## src/hdl/csrf_pkg.sv

```systemverilog
// ----------------------------------------------------------------------------
// Cave smoothing row filter package
// Shared types and constants for the row filter, its lanes and its queue.
// ----------------------------------------------------------------------------
package csrf_pkg;

  // Width of the grid_width configuration register and its reset value.
  localparam int unsigned CfgW        = 7;
  localparam logic [CfgW-1:0] GridWidthRst = 7'd64;

  // Wall count at which a cell keeps its previous value.
  localparam logic [3:0] RulePivot = 4'd4;

  // Number of result slots in the output queue.
  localparam int unsigned QueueDepth = 4;

  // 3x3 neighborhood of one column; bit 0 is the left column, bit 2 the right.
  typedef struct packed {
    logic [2:0] above;
    logic [2:0] mid;
    logic [2:0] below;
  } nbhd_t;

  // Push request to the output queue; second is only set together with first.
  typedef struct packed {
    logic first;
    logic second;
  } push_t;

endpackage

```

## src/hdl/cave_smoothing_row_filter_unit.sv

```systemverilog
// A result enters the output queue when the row that causes it is transferred.
// Throughput: one row per cycle while the queue has room, one result per cycle while
// not stalled; a final row after held rows puts two results into the four-slot queue.
// Reset: asynchronous, active low; clears held rows and the queue, width returns to 64.
// ----------------------------------------------------------------------------
// Cave smoothing row filter
// One pass of the 4-5 cave smoothing rule over a grid taken one row at a time.
// Two banks of column lanes smooth the held row and, on the final row, the
// final row itself; the queue merges their results into the output stream.
// ----------------------------------------------------------------------------
module cave_smoothing_row_filter_unit #(
  parameter int unsigned MAX_WIDTH = 64
) (
  input  logic                      clk_i,
  input  logic                      rst_ni,
  input  logic                      cfg_we_i,
  input  logic [csrf_pkg::CfgW-1:0] cfg_wdata_i,
  input  logic                      in_valid_i,
  output logic                      in_stall_o,
  input  logic [MAX_WIDTH-1:0]      row_cells_i,
  input  logic                      last_row_i,
  output logic                      out_valid_o,
  input  logic                      out_stall_i,
  output logic [MAX_WIDTH-1:0]      smoothed_row_o,
  output logic                      frame_end_o
);

  localparam logic [csrf_pkg::CfgW-1:0] MaxW = csrf_pkg::CfgW'(MAX_WIDTH);

  logic [csrf_pkg::CfgW-1:0] grid_width_q, eff_w;
  logic [MAX_WIDTH-1:0]      upper_q, upper_d, middle_q, middle_d;
  logic [1:0]                held_q, held_d;
  logic [MAX_WIDTH-1:0]      col_en, ones;
  logic [MAX_WIDTH-1:0]      above_a, mid_a, below_a, res_a, res_b;
  logic [MAX_WIDTH+1:0]      ext_above_a, ext_mid_a, ext_below_a;
  logic [MAX_WIDTH+1:0]      ext_above_b, ext_mid_b, ext_below_b;
  logic                      accept, room, first_row;
  csrf_pkg::push_t           push;

  assign ones       = '1;
  assign accept     = in_valid_i & ~in_stall_o;
  assign in_stall_o = ~room;
  assign first_row  = held_q == 2'd0;

  // Configuration register.
  always_ff @(posedge clk_i or negedge rst_ni) begin
    if (!rst_ni) begin
      grid_width_q <= csrf_pkg::GridWidthRst;
    end else if (cfg_we_i) begin
      grid_width_q <= cfg_wdata_i;
    end
  end

  assign eff_w = (grid_width_q > MaxW) ? MaxW : grid_width_q;

  // Operands of bank A: the held row, or the sole row of a one-row grid.
  assign above_a = first_row ? ones        : upper_q;
  assign mid_a   = first_row ? row_cells_i : middle_q;
  assign below_a = first_row ? ones        : row_cells_i;

  // Pad each row with walls on both sides and past the used width.
  assign ext_above_a = {1'b1, above_a | ~col_en, 1'b1};
  assign ext_mid_a   = {1'b1, mid_a | ~col_en, 1'b1};
  assign ext_below_a = {1'b1, below_a | ~col_en, 1'b1};
  assign ext_above_b = {1'b1, middle_q | ~col_en, 1'b1};
  assign ext_mid_b   = {1'b1, row_cells_i | ~col_en, 1'b1};
  assign ext_below_b = {1'b1, ones, 1'b1};

  // Column lanes: bank A and bank B, one lane per column each.
  for (genvar x = 0; x < MAX_WIDTH; x++) begin : g_col
    csrf_pkg::nbhd_t nb_a, nb_b;

    assign col_en[x] = csrf_pkg::CfgW'(x) < eff_w;

    assign nb_a.above = ext_above_a[x+2:x];
    assign nb_a.mid   = ext_mid_a[x+2:x];
    assign nb_a.below = ext_below_a[x+2:x];
    assign nb_b.above = ext_above_b[x+2:x];
    assign nb_b.mid   = ext_mid_b[x+2:x];
    assign nb_b.below = ext_below_b[x+2:x];

    csrf_lane u_lane_a (
      .en_i   (col_en[x]),
      .nbhd_i (nb_a),
      .cell_o (res_a[x])
    );

    csrf_lane u_lane_b (
      .en_i   (col_en[x]),
      .nbhd_i (nb_b),
      .cell_o (res_b[x])
    );
  end

  // Row window update and push requests.
  always_comb begin
    upper_d     = upper_q;
    middle_d    = middle_q;
    held_d      = held_q;
    push.first  = 1'b0;
    push.second = 1'b0;
    if (accept) begin
      if (last_row_i) begin
        push.first  = 1'b1;
        push.second = ~first_row;
        upper_d     = '0;
        middle_d    = '0;
        held_d      = 2'd0;
      end else begin
        push.first = ~first_row;
        upper_d    = first_row ? ones : middle_q;
        middle_d   = row_cells_i;
        held_d     = first_row ? 2'd1 : 2'd2;
      end
    end
  end

  // Row window registers.
  always_ff @(posedge clk_i or negedge rst_ni) begin
    if (!rst_ni) begin
      upper_q  <= '0;
      middle_q <= '0;
      held_q   <= 2'd0;
    end else begin
      upper_q  <= upper_d;
      middle_q <= middle_d;
      held_q   <= held_d;
    end
  end

  // Bank A ends the frame only for a one-row grid.
  csrf_queue #(
    .DATA_W (MAX_WIDTH + 1)
  ) u_queue (
    .clk_i    (clk_i),
    .rst_ni   (rst_ni),
    .push_i   (push),
    .data_a_i ({first_row & last_row_i, res_a}),
    .data_b_i ({1'b1, res_b}),
    .room_o   (room),
    .valid_o  (out_valid_o),
    .stall_i  (out_stall_i),
    .data_o   ({frame_end_o, smoothed_row_o})
  );

endmodule

```

## src/hdl/csrf_lane.sv

```systemverilog
// ----------------------------------------------------------------------------
// Cave smoothing lane
// Counts the walls around one cell and applies the 4-5 rule.
// ----------------------------------------------------------------------------
module csrf_lane (
  input  logic            en_i,
  input  csrf_pkg::nbhd_t nbhd_i,
  output logic            cell_o
);

  logic [3:0] walls;

  // Sum of the eight neighbors; the center cell is left out.
  assign walls = {3'b0, nbhd_i.above[0]} + {3'b0, nbhd_i.above[1]} +
                 {3'b0, nbhd_i.above[2]} + {3'b0, nbhd_i.mid[0]} +
                 {3'b0, nbhd_i.mid[2]}   + {3'b0, nbhd_i.below[0]} +
                 {3'b0, nbhd_i.below[1]} + {3'b0, nbhd_i.below[2]};

  // Above the pivot is wall, at the pivot the cell keeps its value.
  assign cell_o = en_i & ((walls > csrf_pkg::RulePivot) ||
                          ((walls == csrf_pkg::RulePivot) && nbhd_i.mid[1]));

endmodule

```

## src/hdl/csrf_queue.sv

```systemverilog
// ----------------------------------------------------------------------------
// Cave smoothing result queue
// Merges the results of both lane banks into one stream of output transfers.
// ----------------------------------------------------------------------------
module csrf_queue #(
  parameter int unsigned DATA_W = 65
) (
  input  logic              clk_i,
  input  logic              rst_ni,
  input  csrf_pkg::push_t   push_i,
  input  logic [DATA_W-1:0] data_a_i,
  input  logic [DATA_W-1:0] data_b_i,
  output logic              room_o,
  output logic              valid_o,
  input  logic              stall_i,
  output logic [DATA_W-1:0] data_o
);

  localparam int unsigned PtrW = $clog2(csrf_pkg::QueueDepth);

  logic [DATA_W-1:0] mem_q [csrf_pkg::QueueDepth];
  logic [PtrW-1:0]   wr_ptr_q, wr_ptr_d, rd_ptr_q, rd_ptr_d;
  logic [PtrW:0]     count_q, count_d, n_push;
  logic [PtrW-1:0]   wr_next;
  logic              pop;

  // Number of results pushed this cycle.
  always_comb begin
    unique case ({push_i.first, push_i.second})
      2'b11:   n_push = (PtrW+1)'(2);
      2'b10:   n_push = (PtrW+1)'(1);
      default: n_push = '0;
    endcase
  end

  assign pop      = valid_o & ~stall_i;
  assign wr_next  = wr_ptr_q + PtrW'(1);
  assign wr_ptr_d = wr_ptr_q + n_push[PtrW-1:0];
  assign rd_ptr_d = rd_ptr_q + PtrW'(pop);
  assign count_d  = count_q + n_push - (PtrW+1)'(pop);

  // Room for two results keeps a final row from overflowing the queue.
  assign room_o  = count_q <= (PtrW+1)'(csrf_pkg::QueueDepth - 2);
  assign valid_o = count_q != '0;
  assign data_o  = mem_q[rd_ptr_q];

  // Pointers and fill level.
  always_ff @(posedge clk_i or negedge rst_ni) begin
    if (!rst_ni) begin
      wr_ptr_q <= '0;
      rd_ptr_q <= '0;
      count_q  <= '0;
    end else begin
      wr_ptr_q <= wr_ptr_d;
      rd_ptr_q <= rd_ptr_d;
      count_q  <= count_d;
    end
  end

  // Result storage.
  always_ff @(posedge clk_i) begin
    if (push_i.first) begin
      mem_q[wr_ptr_q] <= data_a_i;
    end
    if (push_i.second) begin
      mem_q[wr_next] <= data_b_i;
    end
  end

endmodule

```

## config.mk

```make
export PLATFORM = sky130hd
export DESIGN_NAME = cave_smoothing_row_filter_unit
export DESIGN_NICKNAME = d
export VERILOG_FILES = /design/src/hdl/csrf_pkg.sv /design/src/hdl/cave_smoothing_row_filter_unit.sv /design/src/hdl/csrf_lane.sv /design/src/hdl/csrf_queue.sv
export SDC_FILE = /design/constraint.sdc
export NUM_CORES = 2
export LEC_CHECK = 0
export BUFFER_PORTS_ARGS = -buffer_cell sky130_fd_sc_hd__buf_2
export CAP_MARGIN = 20
export CORE_ASPECT_RATIO = 0.7
export CORE_MARGIN = 2
export CORE_UTILIZATION = 56
export DETAILED_ROUTE_END_ITERATION = 6
export PLACE_DENSITY = 0.76
export SKIP_CTS_REPAIR_TIMING = 1
export SYNTH_ARGS = -nofsm -noshare
export SYNTH_HDL_FRONTEND = slang
export SYNTH_HIERARCHICAL = 1
export SYNTH_SLANG_ARGS = --single-unit
export TNS_END_PERCENT = 1
```

## constraint.sdc

```tcl
create_clock -name clk_i -period 6.56 [get_ports clk_i]
set_input_delay 0.656 -clock clk_i [delete_from_list [all_inputs] [get_ports clk_i]]
set_output_delay 0.656 -clock clk_i [all_outputs]
set_load 0.01 [all_outputs]
```

* Yosys cells after proc, flatten, opt, wreduce, memory -nomap -nowiden
Memories as Yosys holds them, arrays and structs flattened.
Index checks and enable logic that the tools add are counted.
** Storage, ports and cells
- Register bits after elaboration :: 144
- Bits in writable memories :: 260
- Output and inout port bits :: 67
- Memories kept :: 1
** Operators by class
- $add $sub $neg :: 901
- Magnitude comparators :: 194
- Eq/ne operators :: 130
- Muxes and demuxes :: 17
- Bitwise operators :: 140
- Reduce and logical (&&, ||, !) cells :: 258
** Memories
- u_queue.mem_q :: depth 4, bits a word 65, read ports 1, clocked after Yosys merged registers in 0, wr ports 2, line csrf_queue.sv:21 : logic [DATA_W-1:0] mem_q [csrf_pkg::QueueDepth];
** Operator list (number)
- adder 4 x 1 -> 4 bit :: 568
- adder 4 x 1 -> 4 bit (second input constant) :: 200
- equality test 4 x 3 -> 1 bit (second input constant) :: 128
- > comparator 4 x 3 -> 1 bit (second input constant) :: 128
- 2-to-1 mux 64 bit :: 6
- bitwise OR 64 bit :: 5
- adder 1 x 1 -> 2 bit :: 126
- less-than comparator 6 x 7 -> 1 bit (first input constant) :: 32
- bitwise AND 1 bit :: 131
- logical AND 1 bit :: 128
- logical OR 1 bit :: 128
- less-than comparator 5 x 7 -> 1 bit (first input constant) :: 16
- NOT 64 bit :: 1
- less-than comparator 4 x 7 -> 1 bit (first input constant) :: 8
- less-than comparator 3 x 7 -> 1 bit (first input constant) :: 4
- less-than comparator 1 x 7 -> 1 bit (first input constant) :: 2
- less-than comparator 2 x 7 -> 1 bit (first input constant) :: 2
- > comparator 7 bit (second input constant) :: 1
- 2-to-1 mux 7 bit :: 1
- 2-to-1 mux 1 bit :: 6
- 2-to-1 mux 2 bit :: 3
- adder 1 x 1 -> 2 bit (first input constant) :: 2
- equality test 2 bit (second input constant) :: 2
- case mux 2 bit (2 select lines) :: 1
- other kinds (9) :: 11

* Longest topological paths before layout
- Word-level depth :: 16
- Depth in mapped cells :: 16

* By module
The synthesis kept the hierarchy.
** Modules (own cells, without submodules)
- csrf_lane :: instances 128, cells an instance 21, area an instance 182.7 um^2
- csrf_queue :: instances 1, cells an instance 670, area an instance 12903.6 um^2
- cave_smoothing_row_filter_unit :: instances 1, cells an instance 1196, area an instance 8883.5 um^2

* Worst setup path before layout
OpenSTA, ideal clock, no wires.
- Kind :: reg2reg
- Start :: reg u_queue.count_q[0]
- End :: mem u_queue.mem_q[2][0] (enable)
- Library setup time :: 0.578 ns
- Arrival time :: 6.263 ns
- Required time :: 5.982 ns
- Setup slack :: -0.281 ns
- Cell stages (with the launch flop) :: 9
- Path buffers :: 3
- Cells stage by stage :: dfrtp_1 > a21oi_1 > nand2_1 > clkbuf_1 > clkbuf_1 > clkbuf_1 > nor2_1 > nand2_1 > o21ai_0
** RTL lines
- start, declared :: line csrf_queue.sv:23 : logic [PtrW:0] count_q, count_d, n_push;
- start signal, assigned :: line csrf_queue.sv:56 : count_q <= count_d;
- end, declared :: line csrf_queue.sv:21

==> results.py <==
metrics = {
    "outcome": {
        "status": "completed",
    },
    "setup_path": {
        "worstPathArrival_ns": 6.13,
        "r2r-end": "u_queue/mem_q[2][5]",
        "r2r_start": "grid_width_q[6]",
        "worstRegToRegCells": 14,
        "cp-start-kind": "flop",
        "worstSetupEndpointType": "flop",
        "crit_type": "reg -> reg",
        "worstPathRequired_ns": 6.92,
        "crit_path_max_fanout": 43,
        "ff2ff_setup_slack_ns": 0.78,
    },
    "clocking": {
        "cts_buffers": 47,
        "cts_buffer_depth": 3,
        "clock_sinks": 404,
        "clkTransAtPathRegs_ns": 0.06,
        "clock_latency_ns": 0.64,
        "clock-root-buffer": "clkbuf_16",
        "cts_tree": "done",
        "htreeDepth": 2,
    },
    "detailed_routing": {
        "drtPass1Iterations": 6,
        "drtAntennaViolNets": 0,
        "via_count": 32000,
        "drt_iter0_markers": 2253,
        "via_per_inst": 5.35,
        "drt_wl_total_um": 111000,
        "detail_route.wl_per_cell_um": 18.6,
        "route.detailed.drc": 0,
    },
    "synth": {
        "synth_top_area_share_pct": 22.7,
        "ys_seq_area_share_pct": 25.3,
        "synthArstFlopShare_pct": 35.6,
        "syn_avg_cell_area_um2": 9.92,
        "synth-seq-cells": 404,
        "syn_inst": 4554,
        "synth_cell_type_count": 55,
        "synth_edf_count": 260,
        "yosys_warnings": 6,
        "synth_top_area_cell": "fa_1",
        "yosys-top-cells-area": "fa_1, edfxtp_1, ha_1",
        "synthFlopType": "edfxtp_1",
        "synth_area_mm2": 0.0452,
    },
    "finish": {
        "fillers": 6587,
        "final_net_count": 5844,
        "area_growth_pct": 9.33,
        "drive_gt1_share_pct": 11.2,
        "fin_cells": 5981,
        "layout_commonest_cell": "inv_1",
        "final_cell_mix": "inv_1, fa_1, ha_1, edfxtp_1, conb_1",
        "final_area_mm2": 0.0494,
    },
    "timing": {
        "slew_headroom_pct": 29.2,
        "grt_setup_unrepaired": "false",
        "hold-worst-slack_ns": 0.293,
        "tightest_slew_ns": 1.06,
        "setup_viol": 0,
        "period_share_pct": 88.1,
        "fin_crit_ns": 5.78,
        "clock_skew_ns": 0.0365,
        "drv_slew": 0,
        "fmax_ghz": 0.173,
        "finalHoldViolations": 0,
        "fin_tns_setup_ns": 0,
    },
    "global_route": {
        "grt_util_all_layers_pct": 27.5,
        "first_global_vias": 32600,
        "overflow": 0,
        "grt_max_degree": 92,
        "antenna_found_initial": 10,
        "grt_pass1_wl_um": 179000,
    },
    "placed_design": {
        "hpwl_um": 84400,
        "port_buffers": 143,
        "dp.cells": 5885,
        "gp_congestion": 0.915,
        "placed_area_mm2": 0.0478,
    },
    "die": {
        "io_pins": 144,
        "fp.dieH_um": 242,
        "die_w_um": 343,
        "start_util_pct": 56.3,
        "die_area_mm2": 0.0830,
        "rows": 87,
        "core-area_mm2": 0.0802,
    },
    "hold_path": {
        "min_path_cells": 2,
        "hold_end": "held_q[1]",
        "hold_path.class": "in -> reg",
        "holdCritStartpoint": "in_valid_i",
    },
    "flow_run": {
        "drv_cap": 0,
    },
}
sequential cells by signal, summed over array words and instances, names as in the netlist:
name,flops
held_q,2
grid_width_q,7
upper_q,64
middle_q,64
u_queue/mem_q,260
u_queue/count_q,3
u_queue/wr_ptr_q,2
u_queue/rd_ptr_q,2
kinds of logic (layout without fill, tap and decap cells):
logic type	count (synthesis)	in the layout	share of synthesized area, %
buffers and inverters	1322	1469	11.3
and+or+nand+nor	934	934	10.7
DFF	404	404	25.3
AOI/OAI and AO/OA	526	526	6.76
other	1	213	0.00830
adders and majority gates	900	900	33.5
muxes	332	332	9.89
xor gates and xnor gates	135	135	2.62
synth_stat cells (all sizes together) (24+ instances only):
library cell  instances
a21oi               159
or3                  80
nor2                174
mux4                 65
nor3                137
mux2                266
o21ai               135
buf                  65
edfxtp              260
and2                130
xnor2               130
or2                  24
inv                1186
fa                  513
dfrtp               143
o22ai               130
o31ai                65
nand2b              185
ha                  387
nand2               177
clkbuf               70
cell type report:
class,instances,area [um^2],share of cell area (%)
Multi-Input combinational cell,3033,29500,59.7
Clock inverter,28,250,0.507
Sequential cell,404,11400,23.1
Antenna cell,7,17.5,0.0355
Inverter,1187,4460,9.02
Timing Repair Buffer,194,1150,2.32
Tap cell,1068,1340,2.71
Clock buffer,60,1260,2.56
metal layers:
metal  part of all wire, %  vias to the layer above  global-route usage (%)
li1                      -                    15100                       -
met1                    46                    15700                    41.1
met2                    43                     1018                    40.9
met3                   8.2                      174                    5.57
met4                   2.8                       10                    7.65
met5                 0.062                        -                       0
worst max-delay path by stage:
stage / startpoint / cells past startpoint / endpoint / slack (ns)
detailed placement: grid_width_q[2] / 13 / u_queue/mem_q[1][23] / 0.97
floorplan: u_queue/count_q[0] / 7 / u_queue/mem_q[3][0] / 1.34
global placement: grid_width_q[2] / 13 / u_queue/mem_q[1][23] / 1.09
global route: grid_width_q[2] / 14 / u_queue/mem_q[0][25] / 0.44
finish: grid_width_q[6] / 14 / u_queue/mem_q[2][5] / 0.78
CTS: grid_width_q[6] / 14 / u_queue/mem_q[3][5] / 0.88
metrics by stage:
| stage | util [%] | worst slack (ns) |
|---|---|---|
| floorplan | - | 1.34 |
| finish | 61.6 | 0.782 |
| CTS | 61.5 | 0.883 |
| global placement | 59.6 | 1.09 |
| detailed placement | 59.6 | 0.965 |
| global route | 61.6 | 0.442 |
critical path: stages (launching register included):
cell and delay (ns):
dfstp_2 0.59, nor2_1 0.42, clkinv_1 0.49, or4_1 0.82
o21ai_0 0.32, inv_1 0.14, fa_1 0.48, fa_1 0.51
inv_1 0.05, fa_1 0.40, fa_1 0.45, nor3_1 0.20
o22ai_1 0.13, and2_1 0.22, mux2_2 0.27
Power is left out: the tool's default activity adds up to more than one toggle a clock period on the data nets, which glitch-free logic cannot reach.
